$ cat src/ibmp_pkg.sv
// ----------------------------------------------------------------------------
// ibmp_pkg: shared types and constants for the ID buffer majority pick unit
// Table sizing, field widths, controller states and the command/status
// bundles between the controller and the datapath.
// ----------------------------------------------------------------------------
package ibmp_pkg;

   localparam int TABLE_ENTRIES = 64;
   localparam int IDX_W         = $clog2(TABLE_ENTRIES);
   localparam int USED_W        = IDX_W + 1;
   localparam int ID_W          = 24;
   localparam int CNT_W         = 7;
   localparam int BYTE_W        = 8;

   localparam logic [CNT_W-1:0] COUNT_MAX = 7'd127;

   typedef enum logic [1:0] {
      ST_IDLE,
      ST_SEARCH,
      ST_PICK,
      ST_EMIT
   } state_type;

   // Controller to datapath
   typedef struct packed {
      logic load;      // capture the incoming word
      logic scan_clr;  // rewind the table scan
      logic scan_en;   // issue table reads while entries remain
      logic hit_wr;    // bump the count of the matching entry
      logic miss_ins;  // append a new entry or flag overflow
      logic pick_en;   // compare scanned entries against the best count
      logic emit;      // load the result word and clear the frame
   } cmd_type;

   // Datapath to controller
   typedef struct packed {
      logic pix_bg;    // held pixel is background
      logic pix_last;  // held pixel closes the frame
      logic more;      // entries left to read
      logic rd_valid;  // registered read data present
      logic hit;       // read entry matches the held ID
      logic out_free;  // result register can take a word
   } status_type;

endpackage

$ cat src/ibmp_ctrl.sv
// ----------------------------------------------------------------------------
// ibmp_ctrl: sequencer for the ID buffer majority pick unit
// Steps each pixel through the table search, runs the end-of-frame pick
// scan and hands the result to the output register.
// ----------------------------------------------------------------------------
module ibmp_ctrl (
   input  logic                 clock,
   input  logic                 reset,
   input  logic                 req_tvalid,
   output logic                 req_tready,
   input  ibmp_pkg::status_type status,
   output ibmp_pkg::cmd_type    cmd
);

   ibmp_pkg::state_type state_ff;
   ibmp_pkg::state_type state_in;

   // Hold the current state
   always_ff @(posedge clock) begin
      if (reset) begin
         state_ff <= ibmp_pkg::ST_IDLE;
      end else begin
         state_ff <= state_in;
      end
   end

   // Work out the next state
   always_comb begin
      state_in = state_ff;
      unique case (state_ff)
         ibmp_pkg::ST_IDLE: begin
            if (req_tvalid) begin
               state_in = ibmp_pkg::ST_SEARCH;
            end
         end
         ibmp_pkg::ST_SEARCH: begin
            if (status.pix_bg || status.hit || (!status.rd_valid && !status.more)) begin
               state_in = status.pix_last ? ibmp_pkg::ST_PICK : ibmp_pkg::ST_IDLE;
            end
         end
         ibmp_pkg::ST_PICK: begin
            if (!status.rd_valid && !status.more) begin
               state_in = ibmp_pkg::ST_EMIT;
            end
         end
         ibmp_pkg::ST_EMIT: begin
            if (status.out_free) begin
               state_in = ibmp_pkg::ST_IDLE;
            end
         end
         default: state_in = ibmp_pkg::ST_IDLE;
      endcase
   end

   // Drive the datapath commands
   always_comb begin
      cmd        = '0;
      req_tready = 1'b0;
      unique case (state_ff)
         ibmp_pkg::ST_IDLE: begin
            req_tready   = 1'b1;
            cmd.load     = req_tvalid;
            cmd.scan_clr = 1'b1;
         end
         ibmp_pkg::ST_SEARCH: begin
            if (status.pix_bg) begin
               cmd.scan_clr = 1'b1;
            end else if (status.hit) begin
               cmd.hit_wr   = 1'b1;
               cmd.scan_clr = 1'b1;
            end else if (!status.rd_valid && !status.more) begin
               cmd.miss_ins = 1'b1;
               cmd.scan_clr = 1'b1;
            end else begin
               cmd.scan_en  = 1'b1;
            end
         end
         ibmp_pkg::ST_PICK: begin
            cmd.scan_en = 1'b1;
            cmd.pick_en = 1'b1;
         end
         ibmp_pkg::ST_EMIT: begin
            cmd.emit = status.out_free;
         end
         default: begin
            cmd = '0;
         end
      endcase
   end

`ifndef ASSERT_OFF
   // Only one table update per pixel
   assert property (@(posedge clock) disable iff (reset)
      cmd.hit_wr |-> !cmd.miss_ins)
      else $error("hit and insert in the same cycle");

   // A word is only taken from the idle state and leads to a search
   assert property (@(posedge clock) disable iff (reset)
      (req_tvalid && req_tready) |=> (state_ff == ibmp_pkg::ST_SEARCH))
      else $error("accepted word did not start a search");

   // The result is only loaded from the emit state into a free register
   assert property (@(posedge clock) disable iff (reset)
      cmd.emit |-> (status.out_free && (state_ff == ibmp_pkg::ST_EMIT)))
      else $error("result loaded while output busy");
`endif

endmodule

$ cat src/ibmp_dpath.sv
// ----------------------------------------------------------------------------
// ibmp_dpath: datapath for the ID buffer majority pick unit
// Holds the ID/count table, the scan address and registered read port,
// the frame statistics and the output register.
// ----------------------------------------------------------------------------
module ibmp_dpath (
   input  logic                        clock,
   input  logic                        reset,
   input  logic [31:0]                 req_tdata,
   input  logic                        req_tlast,
   input  logic                        csr_valid,
   input  logic                        csr_data,
   input  ibmp_pkg::cmd_type           cmd,
   output ibmp_pkg::status_type        status,
   output logic                        rsp_tvalid,
   input  logic                        rsp_tready,
   output logic [31:0]                 rsp_tdata,
   output logic [1:0]                  rsp_tuser
);

   // Configuration
   logic swap_ff;

   // Held pixel
   logic [ibmp_pkg::ID_W-1:0]   pix_id_ff;
   logic [ibmp_pkg::ID_W-1:0]   pix_id_in;
   logic                        pix_last_ff;

   // Table storage
   logic [ibmp_pkg::ID_W-1:0]   key_mem_ff [ibmp_pkg::TABLE_ENTRIES];
   logic [ibmp_pkg::CNT_W-1:0]  cnt_mem_ff [ibmp_pkg::TABLE_ENTRIES];

   // Scan and read port
   logic [ibmp_pkg::USED_W-1:0] scan_idx_ff;
   logic [ibmp_pkg::IDX_W-1:0]  rd_idx_ff;
   logic [ibmp_pkg::ID_W-1:0]   rd_key_ff;
   logic [ibmp_pkg::CNT_W-1:0]  rd_cnt_ff;
   logic                        rd_valid_ff;
   logic                        issue;

   // Frame statistics
   logic [ibmp_pkg::USED_W-1:0] used_ff;
   logic [ibmp_pkg::CNT_W-1:0]  best_ff;
   logic                        ovf_ff;
   logic [ibmp_pkg::CNT_W-1:0]  cnt_in;
   logic                        table_full;

   // Pick scan
   logic [ibmp_pkg::ID_W-1:0]   pick_ff;
   logic                        have_ff;
   logic                        pick_take;

   // Output register
   logic                        rsp_valid_ff;
   logic [ibmp_pkg::ID_W-1:0]   rsp_id_ff;
   logic [ibmp_pkg::CNT_W-1:0]  rsp_cnt_ff;
   logic                        rsp_found_ff;
   logic                        rsp_ovf_ff;

   // Hold the colour swap bit
   always_ff @(posedge clock) begin
      if (reset) begin
         swap_ff <= 1'b0;
      end else if (csr_valid) begin
         swap_ff <= csr_data;
      end
   end

   // Form the ID: red low byte, green middle, blue high; the swap bit exchanges red and blue
   always_comb begin
      if (swap_ff) begin
         pix_id_in = {req_tdata[7:0], req_tdata[15:8], req_tdata[23:16]};
      end else begin
         pix_id_in = req_tdata[23:0];
      end
   end

   always_ff @(posedge clock) begin
      if (cmd.load) begin
         pix_id_ff   <= pix_id_in;
         pix_last_ff <= req_tlast;
      end
   end

   // Advance the scan address and read the table
   assign issue = cmd.scan_en && (scan_idx_ff < used_ff);

   always_ff @(posedge clock) begin
      if (reset) begin
         scan_idx_ff <= '0;
         rd_valid_ff <= 1'b0;
      end else if (cmd.scan_clr) begin
         scan_idx_ff <= '0;
         rd_valid_ff <= 1'b0;
      end else begin
         rd_valid_ff <= issue;
         if (issue) begin
            scan_idx_ff <= scan_idx_ff + ibmp_pkg::USED_W'(1);
         end
      end
   end

   always_ff @(posedge clock) begin
      rd_key_ff <= key_mem_ff[scan_idx_ff[ibmp_pkg::IDX_W-1:0]];
      rd_cnt_ff <= cnt_mem_ff[scan_idx_ff[ibmp_pkg::IDX_W-1:0]];
      rd_idx_ff <= scan_idx_ff[ibmp_pkg::IDX_W-1:0];
   end

   // Saturating count bump for a hit
   assign cnt_in     = (rd_cnt_ff == ibmp_pkg::COUNT_MAX) ?
                       rd_cnt_ff : rd_cnt_ff + ibmp_pkg::CNT_W'(1);
   assign table_full = (used_ff == ibmp_pkg::USED_W'(ibmp_pkg::TABLE_ENTRIES));

   // Write the table on a hit or an insert
   always_ff @(posedge clock) begin
      if (cmd.hit_wr) begin
         cnt_mem_ff[rd_idx_ff] <= cnt_in;
      end else if (cmd.miss_ins && !table_full) begin
         key_mem_ff[used_ff[ibmp_pkg::IDX_W-1:0]] <= pix_id_ff;
         cnt_mem_ff[used_ff[ibmp_pkg::IDX_W-1:0]] <= ibmp_pkg::CNT_W'(1);
      end
   end

   // Track fill level, best count and overflow; drop them at frame end
   always_ff @(posedge clock) begin
      if (reset || cmd.emit) begin
         used_ff <= '0;
         best_ff <= '0;
         ovf_ff  <= 1'b0;
      end else if (cmd.hit_wr) begin
         if (cnt_in > best_ff) begin
            best_ff <= cnt_in;
         end
      end else if (cmd.miss_ins) begin
         if (table_full) begin
            ovf_ff <= 1'b1;
         end else begin
            used_ff <= used_ff + ibmp_pkg::USED_W'(1);
            if (best_ff == '0) begin
               best_ff <= ibmp_pkg::CNT_W'(1);
            end
         end
      end
   end

   // Keep the smallest ID that carries the best count
   assign pick_take = cmd.pick_en && rd_valid_ff && (rd_cnt_ff == best_ff) &&
                      (!have_ff || (rd_key_ff < pick_ff));

   always_ff @(posedge clock) begin
      if (reset || cmd.scan_clr) begin
         have_ff <= 1'b0;
      end else if (pick_take) begin
         have_ff <= 1'b1;
      end
   end

   always_ff @(posedge clock) begin
      if (pick_take) begin
         pick_ff <= rd_key_ff;
      end
   end

   // Output register: load on emit, drop when taken
   always_ff @(posedge clock) begin
      if (reset) begin
         rsp_valid_ff <= 1'b0;
      end else if (cmd.emit) begin
         rsp_valid_ff <= 1'b1;
      end else if (rsp_tready) begin
         rsp_valid_ff <= 1'b0;
      end
   end

   always_ff @(posedge clock) begin
      if (cmd.emit) begin
         rsp_id_ff    <= have_ff ? pick_ff : '0;
         rsp_cnt_ff   <= best_ff;
         rsp_found_ff <= (best_ff != '0);
         rsp_ovf_ff   <= ovf_ff;
      end
   end

   assign rsp_tvalid = rsp_valid_ff;
   assign rsp_tdata  = {1'b0, rsp_cnt_ff, rsp_id_ff};
   assign rsp_tuser  = {rsp_ovf_ff, rsp_found_ff};

   // Status back to the controller
   always_comb begin
      status          = '0;
      status.pix_bg   = (pix_id_ff == '0);
      status.pix_last = pix_last_ff;
      status.more     = (scan_idx_ff < used_ff);
      status.rd_valid = rd_valid_ff;
      status.hit      = rd_valid_ff && (rd_key_ff == pix_id_ff);
      status.out_free = !rsp_valid_ff || rsp_tready;
   end

`ifndef ASSERT_OFF
   // The fill level never passes the table size
   assert property (@(posedge clock) disable iff (reset)
      used_ff <= ibmp_pkg::USED_W'(ibmp_pkg::TABLE_ENTRIES))
      else $error("table fill level out of range");

   // A non-zero best count exists exactly when the table holds entries
   assert property (@(posedge clock) disable iff (reset)
      (best_ff != '0) == (used_ff != '0))
      else $error("best count and fill level disagree");

   // The scan never reads past the filled part of the table
   assert property (@(posedge clock) disable iff (reset)
      rd_valid_ff |-> ({1'b0, rd_idx_ff} < used_ff))
      else $error("scan read beyond filled entries");

   // Frame statistics are cleared after a result is loaded
   assert property (@(posedge clock) disable iff (reset)
      cmd.emit |=> (used_ff == '0) && (best_ff == '0) && !ovf_ff)
      else $error("frame state not cleared after result");
`endif

endmodule

$ cat src/id_buffer_majority_pick_unit.sv
// Each non-background pixel is searched against the IDs already in the table (up to 64);
// the last pixel then runs a pick scan over the table before the result word is loaded.
// Throughput: one pixel at a time, set by the single read port of the ID/count table.
// The result register lets the next frame start while a result waits to be taken.
// Reset: synchronous, active high; clears the table fill level, statistics, swap bit
// and all handshakes; table contents need no clearing.
// ----------------------------------------------------------------------------
// id_buffer_majority_pick_unit: most frequent object ID in a picking buffer
// Counts non-background pixel IDs per frame and returns the most frequent
// one (smallest on ties) on the last pixel of the frame.
// ----------------------------------------------------------------------------
module id_buffer_majority_pick_unit (
   input  logic        clock,
   input  logic        reset,
   // Pixel words
   input  logic        req_tvalid,
   output logic        req_tready,
   input  logic [31:0] req_tdata,   // [7:0] pixel_red, [15:8] pixel_green,
                                    // [23:16] pixel_blue, [31:24] zero
   input  logic        req_tlast,   // last_pixel
   // Result words
   output logic        rsp_tvalid,
   input  logic        rsp_tready,
   output logic [31:0] rsp_tdata,   // [23:0] picked_id, [30:24] picked_count, [31] zero
   output logic [1:0]  rsp_tuser,   // [0] found, [1] overflow
   // Configuration
   input  logic        csr_valid,
   output logic        csr_ready,
   input  logic        csr_data     // swap_red_blue
);

   ibmp_pkg::cmd_type    cmd;
   ibmp_pkg::status_type status;

   // Configuration writes are always taken
   assign csr_ready = 1'b1;

   ibmp_ctrl u_ctrl (
      .clock      (clock),
      .reset      (reset),
      .req_tvalid (req_tvalid),
      .req_tready (req_tready),
      .status     (status),
      .cmd        (cmd)
   );

   ibmp_dpath u_dpath (
      .clock      (clock),
      .reset      (reset),
      .req_tdata  (req_tdata),
      .req_tlast  (req_tlast),
      .csr_valid  (csr_valid),
      .csr_data   (csr_data),
      .cmd        (cmd),
      .status     (status),
      .rsp_tvalid (rsp_tvalid),
      .rsp_tready (rsp_tready),
      .rsp_tdata  (rsp_tdata),
      .rsp_tuser  (rsp_tuser)
   );

endmodule
$ cat config.mk
export PLATFORM = sky130hd
export DESIGN_NAME = id_buffer_majority_pick_unit
export DESIGN_NICKNAME = d
export VERILOG_FILES = /design/src/ibmp_pkg.sv /design/src/ibmp_ctrl.sv /design/src/ibmp_dpath.sv /design/src/id_buffer_majority_pick_unit.sv
export SDC_FILE = /design/constraint.sdc
export NUM_CORES = 2
export LEC_CHECK = 0
export ABC_CLOCK_PERIOD_IN_PS = 6000
export BUFFER_PORTS_ARGS = -buffer_cell sky130_fd_sc_hd__buf_2
export CELL_PAD_IN_SITES_DETAIL_PLACEMENT = 1
export CELL_PAD_IN_SITES_GLOBAL_PLACEMENT = 1
export CORE_MARGIN = 3
export CORE_UTILIZATION = 56
export CTS_CLUSTER_DIAMETER = 30
export CTS_CLUSTER_SIZE = 8
export DETAILED_ROUTE_END_ITERATION = 6
export GPL_TIMING_DRIVEN = 0
export PLACE_DENSITY = 0.8
export SLEW_MARGIN = 10
export SYNTH_ARGS = -nofsm -noshare
export SYNTH_HDL_FRONTEND = slang
export SYNTH_SLANG_ARGS = --single-unit
$ cat constraint.sdc
create_clock -name clock -period 6 [get_ports clock]
set_clock_uncertainty 0.05 [all_clocks]
set_input_delay 0 -clock clock [delete_from_list [all_inputs] [get_ports clock]]
set_output_delay 0 -clock clock [all_outputs]
set_load 0.02 [all_outputs]
==> qor.csv <==
metric,value,unit
Die Area,0.1510,mm²
root buffer cell,clkbuf_16,
failing checks,"DRC, capacitance limit, slew limit, setup timing",
RR Startpoint,u_dpath.pix_id_ff[15],
"Async S/R FF share, synth",0,%
Final Cycle Share,105.8,%
placed wire-length estimate,151000,µm
clk buf depth,4,
area post-placement,0.08782,mm²
final setup violation count,607,
CP required,6.65,ns
max_cap viols,2,
core box area,0.1445,mm²
Clock Sinks,2131,
pre-CTS setup slack,0.7225,ns
largest area contributor in the netlist,edfxtp_1,
chip width,388.6,µm
critical path class,register to register,
Period minus WS final,6.347,ns
Ys Warns,0,
Yosys reg bits,2131,
CTS Buf Count,413,
"critical path, cell by cell",buf_8 -> nor4_1 -> nand4_1 -> o21ai_0 -> or4_1 -> buf_2 -> buf_4 -> nor2_2 -> nand2_1 -> nor2_4 -> buf_16,
Max Fclk,0.1575,GHz
final WL,333700,µm
first-pass GRT wire length,429900,µm
CP endpoint kind,register,
vias,50600,
Syn Nets,3585,
relative slew slack,-4.789,%
status,"finished, violations left",
drt pass-1 iters,7,
Ports,76,
Fin. Hold Viols,0,
Initial Util,56.73,%
chip height,388.6,µm
Routed Antenna Nets,0,
static leakage,32.17,nW
Core Rows,139,
post-DR vias/cell,7.936,
Hold WC Path Type,input pin to register,
post-DR wirelength/cell,52.34,µm
synthesized area,0.08199,mm²
Worst-Skew Late Latency,1.02,ns
post-synth top area share,75.67,%
final count of pins violating max slew,20,
Mapped Cells,3502,
Commonest cells post-synth,"2066 x edfxtp_1, 651 x mux4_2, 193 x nor2_1, 82 x clkbuf_1, 65 x dfxtp_1",
Avg Inst Size Synth,23.41,µm²
Reg2Reg Depth,11,
hold path cells,3,
VDD IR max,0.3654,mV
HP Start,req_tvalid,
drt initial violations,10960,
pwr dens,439.4,mW/mm²
most numerous cell in the Yosys netlist,edfxtp_1,
final RePlAce weighted congestion,0.8605,
final worst slack,-0.3473,ns
dominant synthesized flop cell,edfxtp_1,
GRT overflow,0,
hold worst-path end,u_dpath.pix_last_ff,
largest cells by area after synthesis,"edfxtp_1 76%, mux4_2 18%, dfxtp_1 1.6%",
CTS tree,done,
Clock transition at path regs,0.05,ns
GRT Total Usage,41.95,%
WP data arrival,7.00,ns
Critical Path Max Stage Delay,1.15,ns
Port Buf Inserts,64,
share of cells above drive strength 1,35.85,%
Worst setup SP type,register,
Slew @ Worst Pin,1.572,ns
largest net degree at the start of global routing,49,
DRC,2,
H-tree levels,5,
worst r2r dst,u_dpath.key_mem_ff[34][2],
total power draw,44.70,mW
vias in the first global route,49580,
Nets,4249,
post-route cell area,0.1017,mm²
Yosys cell types,51,
number of flops mapped to enable cells by yosys,2066,
initial antenna violation count,44,
CP max-delay cell,nand2_1,
sequential cell area fraction in the yosys report,77.25,%
"Max FO, Critical Path",24,
Area Overhead vs Synth,24.06,%
reg-to-reg setup timing slack,-0.35,ns
[worst max-delay path: cells and delay by family, from the launching register on]
kind                   cells  cell delay, ns
flip-flops                 1            0.71
AND/OR/NAND/NOR            6            3.14
AO/OA/AOI/OAI              1            0.83
buffers and inverters      4            1.28
[per-layer routing]
| metal | wire [µm] | up-vias | GRT usage [%] |
|---|---|---|---|
| met4 | 28380 | 30 | 24.13 |
| met3 | 48770 | 1886 | 13.19 |
| met1 | 101700 | 25600 | 52.10 |
| met2 | 154700 | 6704 | 65.89 |
| li1 | - | 16390 | - |
| met5 | 237 | - | 0.06380 |
[flip-flops by register name, summed over array words and instances, names as in the netlist, 6 cells and up, named ones only]
| register | cells |
|---|---|
| u_dpath.best_ff | 7 |
| u_dpath.cnt_mem_ff | 448 |
| u_dpath.key_mem_ff | 1536 |
| u_dpath.pick_ff | 24 |
| u_dpath.pix_id_ff | 24 |
| u_dpath.rd_cnt_ff | 7 |
| u_dpath.rd_idx_ff | 6 |
| u_dpath.rd_key_ff | 24 |
| u_dpath.rsp_cnt_ff | 7 |
| u_dpath.rsp_id_ff | 24 |
| u_dpath.scan_idx_ff | 7 |
| u_dpath.used_ff | 7 |
[kinds of logic (layout without fill, tap and decap cells)]
logic type,count (synthesis),in the layout,synth area share (%)
AOI/OAI and AO/OA,73,73,0.5921
xor gates and xnor gates,41,41,0.4380
adders and majority gates,44,44,0.6715
buffers and inverters,219,1163,1.154
DFF,2131,2131,77.25
muxes,674,674,18.19
other,2,29,0.009160
and+or+nand+nor,318,318,1.694
[area by class of cell]
class	count	area (µm²)
diodes	27	67.56
plain buffers	168	775.7
clock buffers	475	10700
clock inverters	220	2409
fillers	10510	42800
inverters	51	191.4
multi-input cells	1152	18300
flip-flops and latches	2131	63340
well taps	1903	2381
repair buffers	249	3557
[what timing repair did]
item,CTS,global route
endpoints found under the hold margin,70,0
setup endpoints to repair,0,122
buffers inserted,0,0
gates resized for setup,0,1
hold buffers,67,0
[where the power goes]
group          leakage, nW  total, mW  switching [mW]  internal [mW]
Clock                 6.36       23.8            9.10           14.7
Combinational         6.66       3.17            2.30          0.865
Sequential            19.1       17.7           0.349           17.4
[worst max-delay path by stage]
stage / from / slack, ns / end
floorplan: u_dpath.pix_id_ff[14] / 1.80 / u_dpath.cnt_mem_ff[0][1]
global placement: u_dpath.pix_id_ff[13] / -1.63 / u_dpath.cnt_mem_ff[58][3]
detailed placement: u_dpath.pix_id_ff[9] / 0.72 / u_dpath.key_mem_ff[62][9]
CTS: u_dpath.used_ff[2] / 0.21 / u_dpath.key_mem_ff[61][10]
global route: u_dpath.used_ff[2] / -0.19 / u_dpath.key_mem_ff[26][13]
finish: u_dpath.pix_id_ff[15] / -0.35 / u_dpath.key_mem_ff[34][2]
[placed cells by master (no fill, tap or decap), types with 65 or more instances in the layout]
| master | count |
|---|---|
| clkbuf_1 | 121 |
| buf_2 | 118 |
| clkbuf_16 | 418 |
| edfxtp_1 | 2066 |
| nor2_4 | 69 |
| mux4_2 | 651 |
| dfxtp_1 | 65 |
| nor2_1 | 124 |
| clkinv_1 | 66 |
| dlygate4sd3_1 | 67 |
[metrics by stage]
stage | hold WS [ns] | util (%) | instances | TNS (ns)
6_report | 0.1612 | 70.38 | 6376 | -62.71
5_1_grt | 0.1166 | 70.34 | 6352 | -8.656
4_1_cts | 0.04305 | 70.30 | 6349 | 0
3_5_place_dp | 0.1290 | 60.76 | 5587 | 0
2_1_floorplan | 0.04887 | - | 3502 | 0
3_3_place_gp | 0.1281 | 58.60 | 5469 | -2038.69
(Power assumes the default switching activity.)
